File: src/hdl/ihrc_pkg.sv
// Package: shared types, register indexes and defaults for the IPv4 header receive check.
`timescale 1ns / 1ps
package ihrc_pkg;

  // Parameter defaults
  localparam int HEADER_BYTES_DEFAULT    = 20;
  localparam int LOCAL_ADDRESSES_DEFAULT = 4;

  // Configuration port geometry
  localparam int CFG_INDEX_W = 3;
  localparam int CFG_DATA_W  = 32;
  localparam int COUNT_W     = 3;

  // Configuration register indexes
  localparam logic [CFG_INDEX_W-1:0] CFG_LOCAL_ADDRESS_0 = 3'd0;
  localparam logic [CFG_INDEX_W-1:0] CFG_LOCAL_ADDRESS_1 = 3'd1;
  localparam logic [CFG_INDEX_W-1:0] CFG_LOCAL_ADDRESS_2 = 3'd2;
  localparam logic [CFG_INDEX_W-1:0] CFG_LOCAL_ADDRESS_3 = 3'd3;
  localparam logic [CFG_INDEX_W-1:0] CFG_LOCAL_COUNT     = 3'd4;

  // Header field positions and constants
  localparam int POS_PROTOCOL     = 9;
  localparam int POS_SOURCE_FIRST = 12;
  localparam int POS_SOURCE_LAST  = 15;
  localparam int POS_DEST_FIRST   = 16;
  localparam int POS_DEST_LAST    = 19;
  localparam logic [7:0]  PROTOCOL_TCP = 8'd6;
  localparam logic [15:0] SUM_INIT     = 16'hffff;

  typedef enum logic [1:0] {
    VERDICT_CHECKSUM_ERROR = 2'd0,
    VERDICT_LOCAL_TCP      = 2'd1,
    VERDICT_LOCAL_OTHER    = 2'd2,
    VERDICT_FORWARD        = 2'd3
  } verdict_t;

  typedef struct packed {
    logic [7:0]  header_byte;
    logic        first_byte;
    logic [15:0] frame_length;
  } in_item_t;

  typedef struct packed {
    verdict_t    verdict;
    logic [31:0] source_address;
    logic [31:0] destination_address;
    logic [7:0]  protocol_number;
    logic [15:0] payload_length;
  } out_item_t;

  // Header summary handed from the accumulator to the classifier
  typedef struct packed {
    logic        done;
    logic        sum_ok;
    logic [31:0] source;
    logic [31:0] destination;
    logic [7:0]  protocol;
    logic [15:0] frame_length;
  } hdr_info_t;

endpackage

File: src/hdl/ihrc_chan_if.sv
// Interface: valid/ready channel carrying one request payload.
`timescale 1ns / 1ps
interface ihrc_chan_if #(
  parameter type payload_t = ihrc_pkg::in_item_t
) ();
  logic     valid;
  logic     ready;
  payload_t payload;

  modport source (output valid, output payload, input ready);
  modport sink   (input valid, input payload, output ready);
endinterface

File: src/hdl/ihrc_accum.sv
// Module: per-byte checksum accumulation and header field capture.
`timescale 1ns / 1ps
module ihrc_accum #(
  parameter int HEADER_BYTES = ihrc_pkg::HEADER_BYTES_DEFAULT
) (
  input  logic                clk,
  input  logic                rst,
  input  logic                step,
  input  ihrc_pkg::in_item_t  item,
  output ihrc_pkg::hdr_info_t info
);

  localparam int POS_W = $clog2(HEADER_BYTES + 1);
  localparam logic [POS_W-1:0] POS_LAST = POS_W'(HEADER_BYTES - 1);
  localparam logic [POS_W-1:0] POS_END  = POS_W'(HEADER_BYTES);

  logic [15:0]      sum_acc;
  logic [POS_W-1:0] byte_pos;
  logic [7:0]       pending_high;
  logic [31:0]      cap_source;
  logic [31:0]      cap_dest;
  logic [7:0]       cap_protocol;
  logic [15:0]      cap_frame_length;

  logic [15:0]      sum_base;
  logic [POS_W-1:0] pos;
  logic             take;
  logic [15:0]      word;
  logic             add_en;
  logic [16:0]      sum_wide;
  logic [15:0]      sum_next;
  logic [31:0]      source_next;
  logic [31:0]      dest_next;
  logic [7:0]       protocol_next;
  logic [15:0]      frame_length_next;

  // Restart on a first byte, drop bytes past the header end
  always_comb begin
    pos      = item.first_byte ? '0 : byte_pos;
    sum_base = item.first_byte ? ihrc_pkg::SUM_INIT : sum_acc;
    take     = item.first_byte || (byte_pos < POS_END);
    frame_length_next = item.first_byte ? item.frame_length : cap_frame_length;
  end

  // Pair bytes into big-endian words; odd trailing byte gets a zero low byte
  always_comb begin
    if (pos[0]) begin
      word   = {pending_high, item.header_byte};
      add_en = 1'b1;
    end else begin
      word   = {item.header_byte, 8'h00};
      add_en = (pos == POS_LAST);
    end
    sum_wide = {1'b0, sum_base} + {1'b0, word};
    sum_next = add_en ? (sum_wide[15:0] + {15'd0, sum_wide[16]}) : sum_base;
  end

  // Capture protocol, source and destination
  always_comb begin
    protocol_next = cap_protocol;
    source_next   = cap_source;
    dest_next     = cap_dest;
    if (pos == POS_W'(ihrc_pkg::POS_PROTOCOL)) begin
      protocol_next = item.header_byte;
    end else if (pos >= POS_W'(ihrc_pkg::POS_SOURCE_FIRST) &&
                 pos <= POS_W'(ihrc_pkg::POS_SOURCE_LAST)) begin
      source_next = {cap_source[23:0], item.header_byte};
    end else if (pos >= POS_W'(ihrc_pkg::POS_DEST_FIRST) &&
                 pos <= POS_W'(ihrc_pkg::POS_DEST_LAST)) begin
      dest_next = {cap_dest[23:0], item.header_byte};
    end
  end

  always_comb begin
    info.done         = take && (pos == POS_LAST);
    info.sum_ok       = (sum_next == ihrc_pkg::SUM_INIT);
    info.source       = source_next;
    info.destination  = dest_next;
    info.protocol     = protocol_next;
    info.frame_length = frame_length_next;
  end

  // Advance header state on each taken byte
  always_ff @(posedge clk) begin
    if (rst) begin
      sum_acc          <= ihrc_pkg::SUM_INIT;
      byte_pos         <= '0;
      pending_high     <= '0;
      cap_source       <= '0;
      cap_dest         <= '0;
      cap_protocol     <= '0;
      cap_frame_length <= '0;
    end else if (step && take) begin
      sum_acc          <= sum_next;
      byte_pos         <= pos + POS_W'(1);
      if (!pos[0]) begin
        pending_high <= item.header_byte;
      end
      cap_source       <= source_next;
      cap_dest         <= dest_next;
      cap_protocol     <= protocol_next;
      cap_frame_length <= frame_length_next;
    end
  end

endmodule

File: src/hdl/ihrc_classify.sv
// Module: local address registers, address match and verdict generation.
`timescale 1ns / 1ps
module ihrc_classify #(
  parameter int HEADER_BYTES    = ihrc_pkg::HEADER_BYTES_DEFAULT,
  parameter int LOCAL_ADDRESSES = ihrc_pkg::LOCAL_ADDRESSES_DEFAULT
) (
  input  logic                                clk,
  input  logic                                rst,
  input  logic                                cfg_write,
  input  logic [ihrc_pkg::CFG_INDEX_W-1:0]    cfg_index,
  input  logic [ihrc_pkg::CFG_DATA_W-1:0]     cfg_data,
  input  ihrc_pkg::hdr_info_t                 info,
  output ihrc_pkg::out_item_t                 result
);

  localparam logic [15:0] HDR_LEN = 16'(HEADER_BYTES);

  logic [31:0]                    local_address [LOCAL_ADDRESSES];
  logic [ihrc_pkg::COUNT_W-1:0]   local_count;
  logic [LOCAL_ADDRESSES-1:0]     hit;

  // Register writes
  always_ff @(posedge clk) begin
    if (rst) begin
      for (int i = 0; i < LOCAL_ADDRESSES; i++) begin
        local_address[i] <= '0;
      end
      local_count <= '0;
    end else if (cfg_write) begin
      if (cfg_index == ihrc_pkg::CFG_LOCAL_COUNT) begin
        local_count <= cfg_data[ihrc_pkg::COUNT_W-1:0];
      end
      for (int i = 0; i < LOCAL_ADDRESSES; i++) begin
        if (cfg_index == ihrc_pkg::CFG_INDEX_W'(i)) begin
          local_address[i] <= cfg_data[31:0];
        end
      end
    end
  end

  // Match destination against the addresses in use
  always_comb begin
    for (int i = 0; i < LOCAL_ADDRESSES; i++) begin
      hit[i] = (local_count > ihrc_pkg::COUNT_W'(i)) &&
               (local_address[i] == info.destination);
    end
  end

  // Build the verdict and payload length
  always_comb begin
    if (!info.sum_ok) begin
      result.verdict = ihrc_pkg::VERDICT_CHECKSUM_ERROR;
    end else if (|hit) begin
      result.verdict = (info.protocol == ihrc_pkg::PROTOCOL_TCP) ?
                       ihrc_pkg::VERDICT_LOCAL_TCP : ihrc_pkg::VERDICT_LOCAL_OTHER;
    end else begin
      result.verdict = ihrc_pkg::VERDICT_FORWARD;
    end
    result.source_address      = info.source;
    result.destination_address = info.destination;
    result.protocol_number     = info.protocol;
    result.payload_length      = (info.frame_length > HDR_LEN) ?
                                 (info.frame_length - HDR_LEN) : 16'd0;
  end

endmodule

File: src/hdl/ipv4_header_receive_check_top.sv
// Top level: IPv4 header receive check with input and result registers.
`timescale 1ns / 1ps
// Takes one header byte per clock on the header channel and, on the last
// byte of a HEADER_BYTES-byte header, delivers one result request (verdict,
// addresses, protocol, payload length) on the result channel once that byte
// has passed the input and result registers. The per-byte work is one 16-bit
// end-around-carry add plus the destination compare against the local address
// registers, done between an input register and a result register, so a byte
// is accepted in every cycle; input is held only while a finished result
// waits untaken. Configuration writes take effect on the next cycle.
module ipv4_header_receive_check_top #(
  parameter int HEADER_BYTES    = ihrc_pkg::HEADER_BYTES_DEFAULT,
  parameter int LOCAL_ADDRESSES = ihrc_pkg::LOCAL_ADDRESSES_DEFAULT
) (
  input  logic                              clk,
  input  logic                              rst,
  input  logic                              cfg_write,
  input  logic [ihrc_pkg::CFG_INDEX_W-1:0]  cfg_index,
  input  logic [ihrc_pkg::CFG_DATA_W-1:0]   cfg_data,
  ihrc_chan_if.sink                         header,
  ihrc_chan_if.source                       result
);

  logic                 in_valid;
  ihrc_pkg::in_item_t   in_item;
  logic                 advance;
  logic                 in_ready;
  logic                 res_valid;
  ihrc_pkg::out_item_t  res_item;
  ihrc_pkg::hdr_info_t  info;
  ihrc_pkg::out_item_t  res_next;

  assign advance        = !res_valid || result.ready;
  assign in_ready       = !in_valid || advance;
  assign header.ready   = in_ready;
  assign result.valid   = res_valid;
  assign result.payload = res_item;

  // Input register
  always_ff @(posedge clk) begin
    if (rst) begin
      in_valid <= 1'b0;
    end else begin
      in_valid <= (header.valid && in_ready) || (in_valid && !advance);
    end
    if (header.valid && in_ready) begin
      in_item <= header.payload;
    end
  end

  ihrc_accum #(
    .HEADER_BYTES (HEADER_BYTES)
  ) u_accum (
    .clk  (clk),
    .rst  (rst),
    .step (in_valid && advance),
    .item (in_item),
    .info (info)
  );

  ihrc_classify #(
    .HEADER_BYTES    (HEADER_BYTES),
    .LOCAL_ADDRESSES (LOCAL_ADDRESSES)
  ) u_classify (
    .clk       (clk),
    .rst       (rst),
    .cfg_write (cfg_write),
    .cfg_index (cfg_index),
    .cfg_data  (cfg_data),
    .info      (info),
    .result    (res_next)
  );

  // Result register: load on advance, hold while the request waits
  always_ff @(posedge clk) begin
    if (rst) begin
      res_valid <= 1'b0;
    end else if (advance) begin
      res_valid <= in_valid && info.done;
    end
    if (advance && in_valid && info.done) begin
      res_item <= res_next;
    end
  end

endmodule
File: src/flat_wrapper.sv
// flat-port wrapper written by rule: the top's interface ports become plain ports
module ipv4_header_receive_check_top_flat 
#(
  parameter int HEADER_BYTES    = ihrc_pkg::HEADER_BYTES_DEFAULT,
  parameter int LOCAL_ADDRESSES = ihrc_pkg::LOCAL_ADDRESSES_DEFAULT
)
  (clk, rst, cfg_write, cfg_index, cfg_data, header_valid, header_payload, header_ready, result_valid, result_payload, result_ready);
  ihrc_chan_if header_i ();
  ihrc_chan_if result_i ();
  input  logic clk;
  input  logic rst;
  input  logic cfg_write;
  input  logic [ihrc_pkg::CFG_INDEX_W-1:0] cfg_index;
  input  logic [ihrc_pkg::CFG_DATA_W-1:0] cfg_data;
  input wire logic [$bits(header_i.valid)-1:0] header_valid;
  input wire logic [$bits(header_i.payload)-1:0] header_payload;
  output wire logic [$bits(header_i.ready)-1:0] header_ready;
  output wire logic [$bits(result_i.valid)-1:0] result_valid;
  output wire logic [$bits(result_i.payload)-1:0] result_payload;
  input wire logic [$bits(result_i.ready)-1:0] result_ready;
  assign header_i.valid = header_valid;
  assign header_i.payload = header_payload;
  assign header_ready = header_i.ready;
  assign result_valid = result_i.valid;
  assign result_payload = result_i.payload;
  assign result_i.ready = result_ready;
  ipv4_header_receive_check_top #(.HEADER_BYTES(HEADER_BYTES), .LOCAL_ADDRESSES(LOCAL_ADDRESSES)) u_core (.clk(clk), .rst(rst), .cfg_write(cfg_write), .cfg_index(cfg_index), .cfg_data(cfg_data), .header(header_i), .result(result_i));
endmodule
File: config.mk
export PLATFORM = sky130hd
export DESIGN_NAME = ipv4_header_receive_check_top_flat
export DESIGN_NICKNAME = d
export VERILOG_FILES = /design/src/hdl/ihrc_pkg.sv /design/src/hdl/ihrc_chan_if.sv /design/src/hdl/ihrc_accum.sv /design/src/hdl/ihrc_classify.sv /design/src/hdl/ipv4_header_receive_check_top.sv /design/src/flat_wrapper.sv
export SDC_FILE = /design/constraint.sdc
export NUM_CORES = 1
export LEC_CHECK = 0
export BUFFER_PORTS_ARGS = -buffer_cell sky130_fd_sc_hd__buf_2
export CORE_MARGIN = 8
export CORE_UTILIZATION = 30
export DETAILED_ROUTE_END_ITERATION = 10
export GPL_TIMING_DRIVEN = 0
export MAX_ROUTING_LAYER = met4
export PLACE_DENSITY_LB_ADDON = 0.1
export REMOVE_ABC_BUFFERS = 1
export SYNTH_ARGS = -nofsm -noshare
export SYNTH_HDL_FRONTEND = slang
export SYNTH_SLANG_ARGS = --single-unit
File: constraint.sdc
create_clock -name clk -period 3.1 [get_ports clk]
set_clock_uncertainty 0.1 [all_clocks]
set_input_delay 0 -clock clk [delete_from_list [all_inputs] [get_ports clk]]
set_output_delay 0 -clock clk [all_outputs]
set_load 0.02 [all_outputs]
==> impl_metrics.tcl, run 1 <==
set metrics [dict create \
    status "finished clean" \
    grt_pass1_wl_mm 13.8 \
    fmax_mhz 397 \
    final_cell_mix "buf_2 (55), edfxtp_1 (50), nor2_1 (40)" \
    synth_seq_cells 82 \
    grt.met1_usage_pct 13.8 \
    grt_most_used_layer "met2" \
    post-route-drc-count 0 \
    die_x_um 127 \
    async_flop_share_pct 0 \
    drive_above_1_share_pct 26.0 \
    synth_simple_gate_area_share_pct 13.6 \
    clkSinkCount 82 \
    fin_crit_sh_pct 81.2 \
    min_path_type "primary input to flop" \
    start_util_pct 30.7 \
    startpoint_type "flop" \
    worstSetupPathType "flop to flop" \
    multi_input_area_um2 1440 \
    drt_wl_total_mm 8.36 \
    first_pass_iters 6 \
    ios 92 \
    final_common_cell "buf_2" \
    synth_edf_count 50 \
    power_density_nw_per_um2 565 \
    grt.overflow.total 0 \
    maxSlewViolCount 0 \
    endpoint_kind "flop" \
    gr-usage-met2_pct 17.7 \
    die_h_um 127 \
    design_area_um2 4720 \
    worst_slew_pin_slew_ps 950 \
    relSlewSlack_pct 36.5 \
    die_area_um2 16000 \
    syn_area_per_cell_um2 12.5 \
    viasPerCell 4.77 \
    crit_arrival_ps 2470 \
    cts_buffers 9 \
    synth_area_um2 3670 \
    port-buffer-count 55 \
    place_congestion 0.734 \
    p_total_mw 2.67 \
    drv_cap 0 \
    synth.area.mux_share_pct 10.7 \
    cts-root-buf "clkbuf_16" \
    met3_usage_pct 3.27 \
    hold_viol_final 0 \
    wire_per_inst_um 15.8 \
    cts_tree "done" \
    grt_usage_pct 11.3 \
    htree_levels 3 \
    reg2reg_depth 6 \
    ir_worst_vdd_mv 0.193 \
    diodes 0 \
    reg2reg_slack_ps 580 \
    hpwl_mm 5.55 \
    synth_compound_area_share_pct 12.1 \
    drtAntennaViolNets 0 \
    yosysSeqAreaShare_pct 58.3 \
    final.setup.worst_slack_ps 584 \
    setup_viol 0 \
    clk_pin_slew_ps 60 \
    clockBufferDepth 2 \
    coreArea_um2 12000 \
    ctsResizeCount 0 \
    synthDistinctLibCells 57 \
    synthToLayoutAreaGrowth_pct 28.4 \
    hold_depth 2 \
    drt_first_iter_violations 97 \
    synth-main-ff-cell "edfxtp_1" \
    yosys.area_share.adder_pct 1.36 \
    seqCellArea_um2 2140 \
    synth_top_family_by_area "simple AND/OR/NAND/NOR gates" \
    antenna_found_initial 0 \
    setup_tns_ps 0 \
    fin_crit_ps 2520 \
    grt_pass1_vias 2695 \
    row_count 40 \
    grt_start_max_net_pins 27 \
    rsz0062_at_grt "no" \
    p_leak_nw 1.90 \
    synthXorXnorAreaFrac_pct 0.953 \
    synth_cells 294 \
    insertion_delay_ps 330 \
    vias 2520 \
    placed_cell_area_um2 4120 \
    cp.required_ps 3060 \
    num-fill-cells 1132 \
    yosys_warnings 0 \
    final_nets 445 \
    whs_ps 7.42 \
    preCtsSetupSlack_ps 30.0 \
    cp_max_fo 19 \
]
-- power by group --
| part | total [mW] | internal, mW | switching, mW |
|---|---|---|---|
| clock | 1.11 | 0.695 | 0.416 |
| combinational | 0.303 | 0.147 | 0.157 |
| sequential | 1.25 | 1.22 | 0.0354 |
| total | 2.67 | 2.06 | 0.608 |
-- final cells by class --
type / count / area share [%]
multi-input combinational: 191 / 30.5
clock inverter: 2 / 0.743
clock buffer: 14 / 5.83
sequential: 82 / 45.4
tap: 147 / 3.90
timing repair buffer: 86 / 13.1
inverter: 6 / 0.477
-- path summary, 6_finish.rpt --
path | from | to
worst max-delay path | u_core.in_item[16] | u_core.result.payload[7]
worst min-delay path | rst | u_core.u_accum.byte_pos[1]
worst max register to register | u_core.in_item[16] | u_core.result.payload[7]
worst min register to register | u_core.u_accum.cap_frame_length[11] | u_core.u_accum.cap_frame_length[11]
-- worst max-delay path: stages, from the launching register on --
cell and delay (ps):
edfxtp_1 430, buf_16 180, mux2i_1 350, ha_1 370
nor2_1 140, a211oi_4 510, nor2_1 150
-- through the flow --
stage          util (%)  std cells
6_report           39.4        528
3_5_place_dp       34.4        483
5_1_grt            39.4        528
4_1_cts            39.4        527
2_1_floorplan         -        279
3_3_place_gp       33.8        481
-- metal layers --
layer  wire, um  vias up
li1           -     1262
met1       3930     1212
met2       4030       40
met3        316        6
met4         90        0
met5          0        -
-- timing repair --
action                                  4_1_cts  5_1_grt
buffers inserted                              0        1
endpoints found under the setup margin        0       12
endpoints found under the hold margin        27        0
hold buffers                                 28        0
-- flip-flops by register name, indices dropped and copies added, names as in the netlist --
register,count
u_core.in_item,25
u_core.in_valid,1
u_core.result.payload,25
u_core.result.valid,1
u_core.u_accum.byte_pos,5
u_core.u_accum.cap_frame_length,16
u_core.u_accum.cap_dest,1
u_core.u_accum.cap_protocol,8
-- Yosys cell counts, drive strengths merged (2+ instances only) --
cell / number / area (um^2)
mux2: 12 / 135
nor2: 40 / 150
o31ai: 2 / 15.0
o21ai: 11 / 55.1
buf: 12 / 77.6
nor4: 2 / 18.8
o211a: 9 / 90.1
nor2b: 5 / 31.3
xnor2: 4 / 35.0
o221ai: 2 / 23.8
or3: 2 / 12.5
o21a: 2 / 15.0
nand2b: 11 / 68.8
nand2: 4 / 15.0
edfxtp: 50 / 1500
nor4b: 3 / 53.8
a21oi: 7 / 35.0
a211oi: 9 / 80.1
ha: 4 / 50.1
clkbuf: 3 / 11.3
dfxtp: 32 / 641
nor3: 11 / 60.1
o21bai: 3 / 22.5
inv: 6 / 22.5
and2: 2 / 12.5
mux2i: 25 / 258
o211ai: 2 / 20.0
nand3: 2 / 10.0
o22ai: 2 / 12.5
nor3b: 2 / 26.3
-- cells by family after synthesis --
| logic type | after synthesis |
|---|---|
| compound gates | 57 |
| xor+xnor | 4 |
| fa+ha+maj | 4 |
| buf+inv | 21 |
| flops | 82 |
| mux | 37 |
| simple gates | 89 |
No activity file was read; power rests on OpenSTA's default activity.
==> inputs of run 2 (changes only) <==
Clock period 3.1 ns to 2.6 ns, I/O delays scaled along.
==> impl_metrics.tcl, run 2 (same netlist as run 1, synthesis figures left out) <==
set metrics [dict create \
    ir_worst_vdd_mv 0.230 \
    clk_pin_slew_ps 60 \
    worst_slew_pin_slew_ps 956 \
    power_density_nw_per_um2 672 \
    final_nets 447 \
    drtAntennaViolNets 0 \
    grt_usage_pct 11.4 \
    startpoint_type "flop" \
    start_util_pct 30.7 \
    drt_first_iter_violations 106 \
    cp.required_ps 2580 \
    place_congestion 0.734 \
    first_pass_iters 6 \
    min_path_type "primary input to flop" \
    hpwl_mm 5.55 \
    htree_levels 3 \
    insertion_delay_ps 330 \
    die_area_um2 16000 \
    relSlewSlack_pct 36.1 \
    viasPerCell 4.75 \
    p_int_mw 2.46 \
    crit_path_start "u_core.in_item[16]" \
    cts_buffers 9 \
    drv_cap 0 \
    p_sw_share_pct 22.9 \
    worstSetupPathType "flop to flop" \
    fin_crit_sh_pct 93.1 \
    clkSinkCount 82 \
    drt_wl_total_mm 8.39 \
    rsz0062_at_grt "no" \
    seqCellArea_um2 2140 \
    fmax_mhz 413 \
    cts-root-buf "clkbuf_16" \
    fin_crit_ps 2420 \
    reg2reg_depth 7 \
    setup_viol 0 \
    r2r-start "u_core.in_item[16]" \
    grt_start_max_net_pins 27 \
    status "finished clean" \
    drive_above_1_share_pct 26.6 \
    num-fill-cells 1133 \
    antenna_found_initial 0 \
    port-buffer-count 55 \
    maxSlewViolCount 0 \
    crit_end "u_core.result.payload[6]" \
    p_clk_share_pct 41.7 \
    reg2reg_slack_ps 180 \
    r2r-end "u_core.result.payload[6]" \
    coreArea_um2 12000 \
    grt_pass1_vias 2702 \
    die_h_um 127 \
    seqPwrFrac_pct 46.9 \
    synthToLayoutAreaGrowth_pct 28.9 \
    comb_power_share_pct 11.5 \
    multi_input_area_um2 1450 \
    switching_power_mw 0.730 \
    endpoint_kind "flop" \
    dp_cells 483 \
    hold_viol_final 0 \
    wire_per_inst_um 15.8 \
    post-route-drc-count 0 \
    ios 92 \
    whs_ps 1.66 \
    clockBufferDepth 2 \
    final_common_cell "buf_2" \
    instances_no_fill 530 \
    crit_arrival_ps 2400 \
    cts_tree "done" \
    row_count 40 \
    grt_pass1_wl_mm 13.8 \
    diodes 0 \
    cp_max_fo 19 \
    grt.overflow.total 0 \
    p_leak_nw 1.91 \
    die_x_um 127 \
    vias 2519 \
    final_cell_mix "buf_2 (55), edfxtp_1 (50), nor2_1 (40)" \
]
[run 2: changes by cell type in the layout (fill, tap and decap cells not counted), sizes merged]
cell  delta
buf      +2
[run 2: timing repair]
item	in CTS	in global routing
hold buffers	28	0
hold endpoints to repair	27	0
setup buffers	3	0
pin swaps	1	0
gates resized for setup	1	1
setup endpoints to repair	42	3
[run 2: how the worst min path moves through the flow]
stage,startpoint,cells past startpoint,end
5_1_grt,rst,2,u_core.u_accum.cap_frame_length[0]
4_1_cts,rst,2,u_core.u_accum.byte_pos[1]
3_5_place_dp,header_payload[22],1,u_core.in_item[22]
3_3_place_gp,header_payload[22],1,u_core.in_item[22]
2_1_floorplan,rst,1,u_core.u_accum.byte_pos[2]
6_report,rst,2,u_core.u_accum.byte_pos[1]
[run 2: stage by stage]
stage	util (%)	instance area [um^2]	power, mW	worst slack [ps]	TNS (ps)
floorplan	-	3590	1.74	-451	-12100
global placement	33.8	4050	1.84	-1770	-77870
detailed placement	34.4	4120	1.85	-470	-16400
CTS	39.6	4730	3.22	109	0
global route	39.6	4740	3.32	59.5	0
finish	39.6	4740	3.19	178	0
[run 2: routing by layer]
| metal | GRT usage (%) | wire (um) | vias up |
|---|---|---|---|
| met4 | 3.99 | 77 | 0 |
| met2 | 17.6 | 4040 | 38 |
| met1 | 13.9 | 3990 | 1210 |
| met5 | - | 0 | - |
| li1 | - | - | 1266 |
| met3 | 3.27 | 279 | 5 |
[run 2: layout make-up]
class / instances / area share (%)
Tap cell: 147 / 3.88
Timing Repair Buffer: 88 / 13.4
Clock buffer: 14 / 5.81
Inverter: 6 / 0.475
Sequential cell: 82 / 45.2
Clock inverter: 2 / 0.740
Multi-Input combinational cell: 191 / 30.5
[run 2: power groups by stage]
stage	registers [mW]	clock network, mW	logic, mW
floorplan	1.52	0	0.217
global placement	1.54	0	0.300
detailed placement	1.53	0	0.326
CTS	1.49	1.36	0.370
global route	1.50	1.41	0.410
finish	1.49	1.33	0.365
[run 2: critical path: stages, from the launching register on]
cell and delay (ps):
edfxtp_1 480, buf_16 190, mux2i_1 350, ha_1 370
nor2_1 150, a211oi_4 270, buf_4 190, a21oi_1 60
==> inputs of run 3 (changes only) <==
Settings changed: REMOVE_ABC_BUFFERS 1 to default.
==> impl_metrics.tcl, run 3 (same netlist as run 1, synthesis figures left out) <==
set metrics [dict create \
    slowest_stage "edfxtp_1" \
    hpwl_mm 6.18 \
    wl_met1_mm 4.37 \
    vias 2607 \
    rsz0062_at_grt "no" \
    p_sw_share_pct 23.7 \
    clkSinkCount 82 \
    instances_no_fill 544 \
    row_count 40 \
    preCtsSetupSlack_ps -644 \
    power_density_nw_per_um2 654 \
    p_clk_share_pct 40.0 \
    final_cell_mix "buf_2 (60), edfxtp_1 (50), nor2_1 (40)" \
    htree_levels 3 \
    final_common_cell "buf_2" \
    cp_top_family "buffers and inverters" \
    drtAntennaViolNets 0 \
    crit_top_cell "buf_6" \
    met2_length_mm 4.13 \
    grt.overflow.total 0 \
    antenna_found_initial 0 \
    viasPerCell 4.79 \
    grt_usage_pct 12.0 \
    worst_slew_pin_slew_ps 1210 \
    grt_start_max_net_pins 27 \
    endpoint_kind "flop" \
    die_area_um2 16000 \
    hold_viol_final 0 \
    cp_max_fo 19 \
    setup_viol 0 \
    crit_arrival_ps 2450 \
    port-buffer-count 55 \
    cts_tree "done" \
    drive_above_1_share_pct 29.2 \
    min_path_type "primary input to flop" \
    die_x_um 127 \
    cts-root-buf "clkbuf_16" \
    grt_pass1_wl_mm 14.6 \
    status "finished clean" \
    p_int_mw 2.41 \
    clockBufferDepth 2 \
    fin_crit_ps 2470 \
    maxUsedRoutingLayer "met4" \
    max_stage_delay_ps 360 \
    diodes 0 \
    dp_cells 496 \
    worstSetupPathType "flop to flop" \
    synthToLayoutAreaGrowth_pct 31.2 \
    drt_first_iter_violations 152 \
    ir_worst_vdd_mv 0.229 \
    clk_pin_slew_ps 60 \
    p_total_mw 3.15 \
    final.setup.worst_slack_ps 127 \
    grt_pass1_vias 2808 \
    switching_power_mw 0.746 \
    final_nets 461 \
    drt_wl_total_mm 8.94 \
    fin_crit_sh_pct 95.1 \
    fmax_mhz 404 \
    die_h_um 127 \
    seqPwrFrac_pct 47.4 \
    p_leak_nw 1.94 \
    wire_per_inst_um 16.4 \
    maxSlewViolCount 0 \
    cp.required_ps 2580 \
    post-route-drc-count 0 \
    comb_power_share_pct 12.6 \
    wl_met3_um 339 \
    startpoint_type "flop" \
    coreArea_um2 12000 \
    cts_buffers 9 \
    place_congestion 0.795 \
    ios 92 \
    num-fill-cells 1171 \
    crit_chain "buf_6, buf_12, buf_6, mux2i_4, ha_4, nor2_1, a211oi_4, buf_4, nor3_1" \
    start_util_pct 30.7 \
    syn_nets 363 \
    first_pass_iters 4 \
    drv_cap 0 \
    insertion_delay_ps 330 \
    relSlewSlack_pct 19.5 \
    path_buf_inv 4 \
]
==> run 3: changes by cell type in the layout (fill, tap and decap cells not counted), sizes merged <==
cell | previous run | this run
clkinvlp | 0 | 2
clkinv | 1 | 2
dlygate4sd3 | 28 | 29
buf | 60 | 70
==> run 3: path summary, 6_finish.rpt <==
kind                                        from  slack, ps                                  end  depth (start not counted)
max                           u_core.in_item[16]        130             u_core.result.payload[9]                          9
min                           header_payload[11]        270                   u_core.in_item[11]                          2
max reg2reg                   u_core.in_item[16]        130             u_core.result.payload[9]                          9
min reg2reg  u_core.u_accum.cap_frame_length[15]        410  u_core.u_accum.cap_frame_length[15]                          2
==> run 3: through the flow <==
stage / area (um^2) / hold WS [ps] / utilization [%] / setup TNS, ps
after floorplan: 3680 / -20.7 / - / 0
after global placement: 4140 / 76.2 / 34.6 / -18830
after detailed placement: 4140 / 78.1 / 34.6 / -18370
after CTS: 4800 / 252 / 40.2 / 0
after global routing: 4820 / 262 / 40.3 / 0
final: 4820 / 268 / 40.3 / 0
==> run 3: what timing repair did <==
action                                 4_1_cts  5_1_grt
setup buffers                                3        1
setup endpoints to repair                   59       13
hold buffers                                29        0
pin swaps                                    1        0
resized for setup                           15        2
endpoints found under the hold margin       29        0
==> run 3: layer usage <==
layer	track usage, %	up-vias
li1	-	1295
met1	14.9	1251
met2	18.6	53
met3	2.89	8
met4	5.04	0
met5	-	-
==> run 3: final cells by class <==
cell class / count / area, um^2 / area share, %
Sequential cell: 82 / 2140 / 44.4
Multi-Input combinational cell: 191 / 1470 / 30.6
Timing Repair Buffer: 88 / 596 / 12.4
Clock buffer: 11 / 243 / 5.04
Tap cell: 147 / 184 / 3.82
Buffer: 14 / 105 / 2.18
Clock inverter: 5 / 53.8 / 1.12
Inverter: 6 / 22.5 / 0.467
==> run 3: power by group through the flow <==
stage          Sequential (mW)  Clock [mW]  Combinational, mW
3_3_place_gp              1.52           0              0.338
2_1_floorplan             1.51           0              0.245
4_1_cts                   1.50        1.30              0.395
3_5_place_dp              1.52           0              0.340
6_report                  1.50        1.26              0.397
5_1_grt                   1.50        1.34              0.443
==> run 3: worst reg2reg max path, delay by kind of cell (launching register included) <==
family | cells | cell delay [ps]
mux | 1 | 340
compound gates | 1 | 270
fa+ha+maj | 1 | 220
buf+inv | 4 | 760
flops | 1 | 360
simple gates | 2 | 170
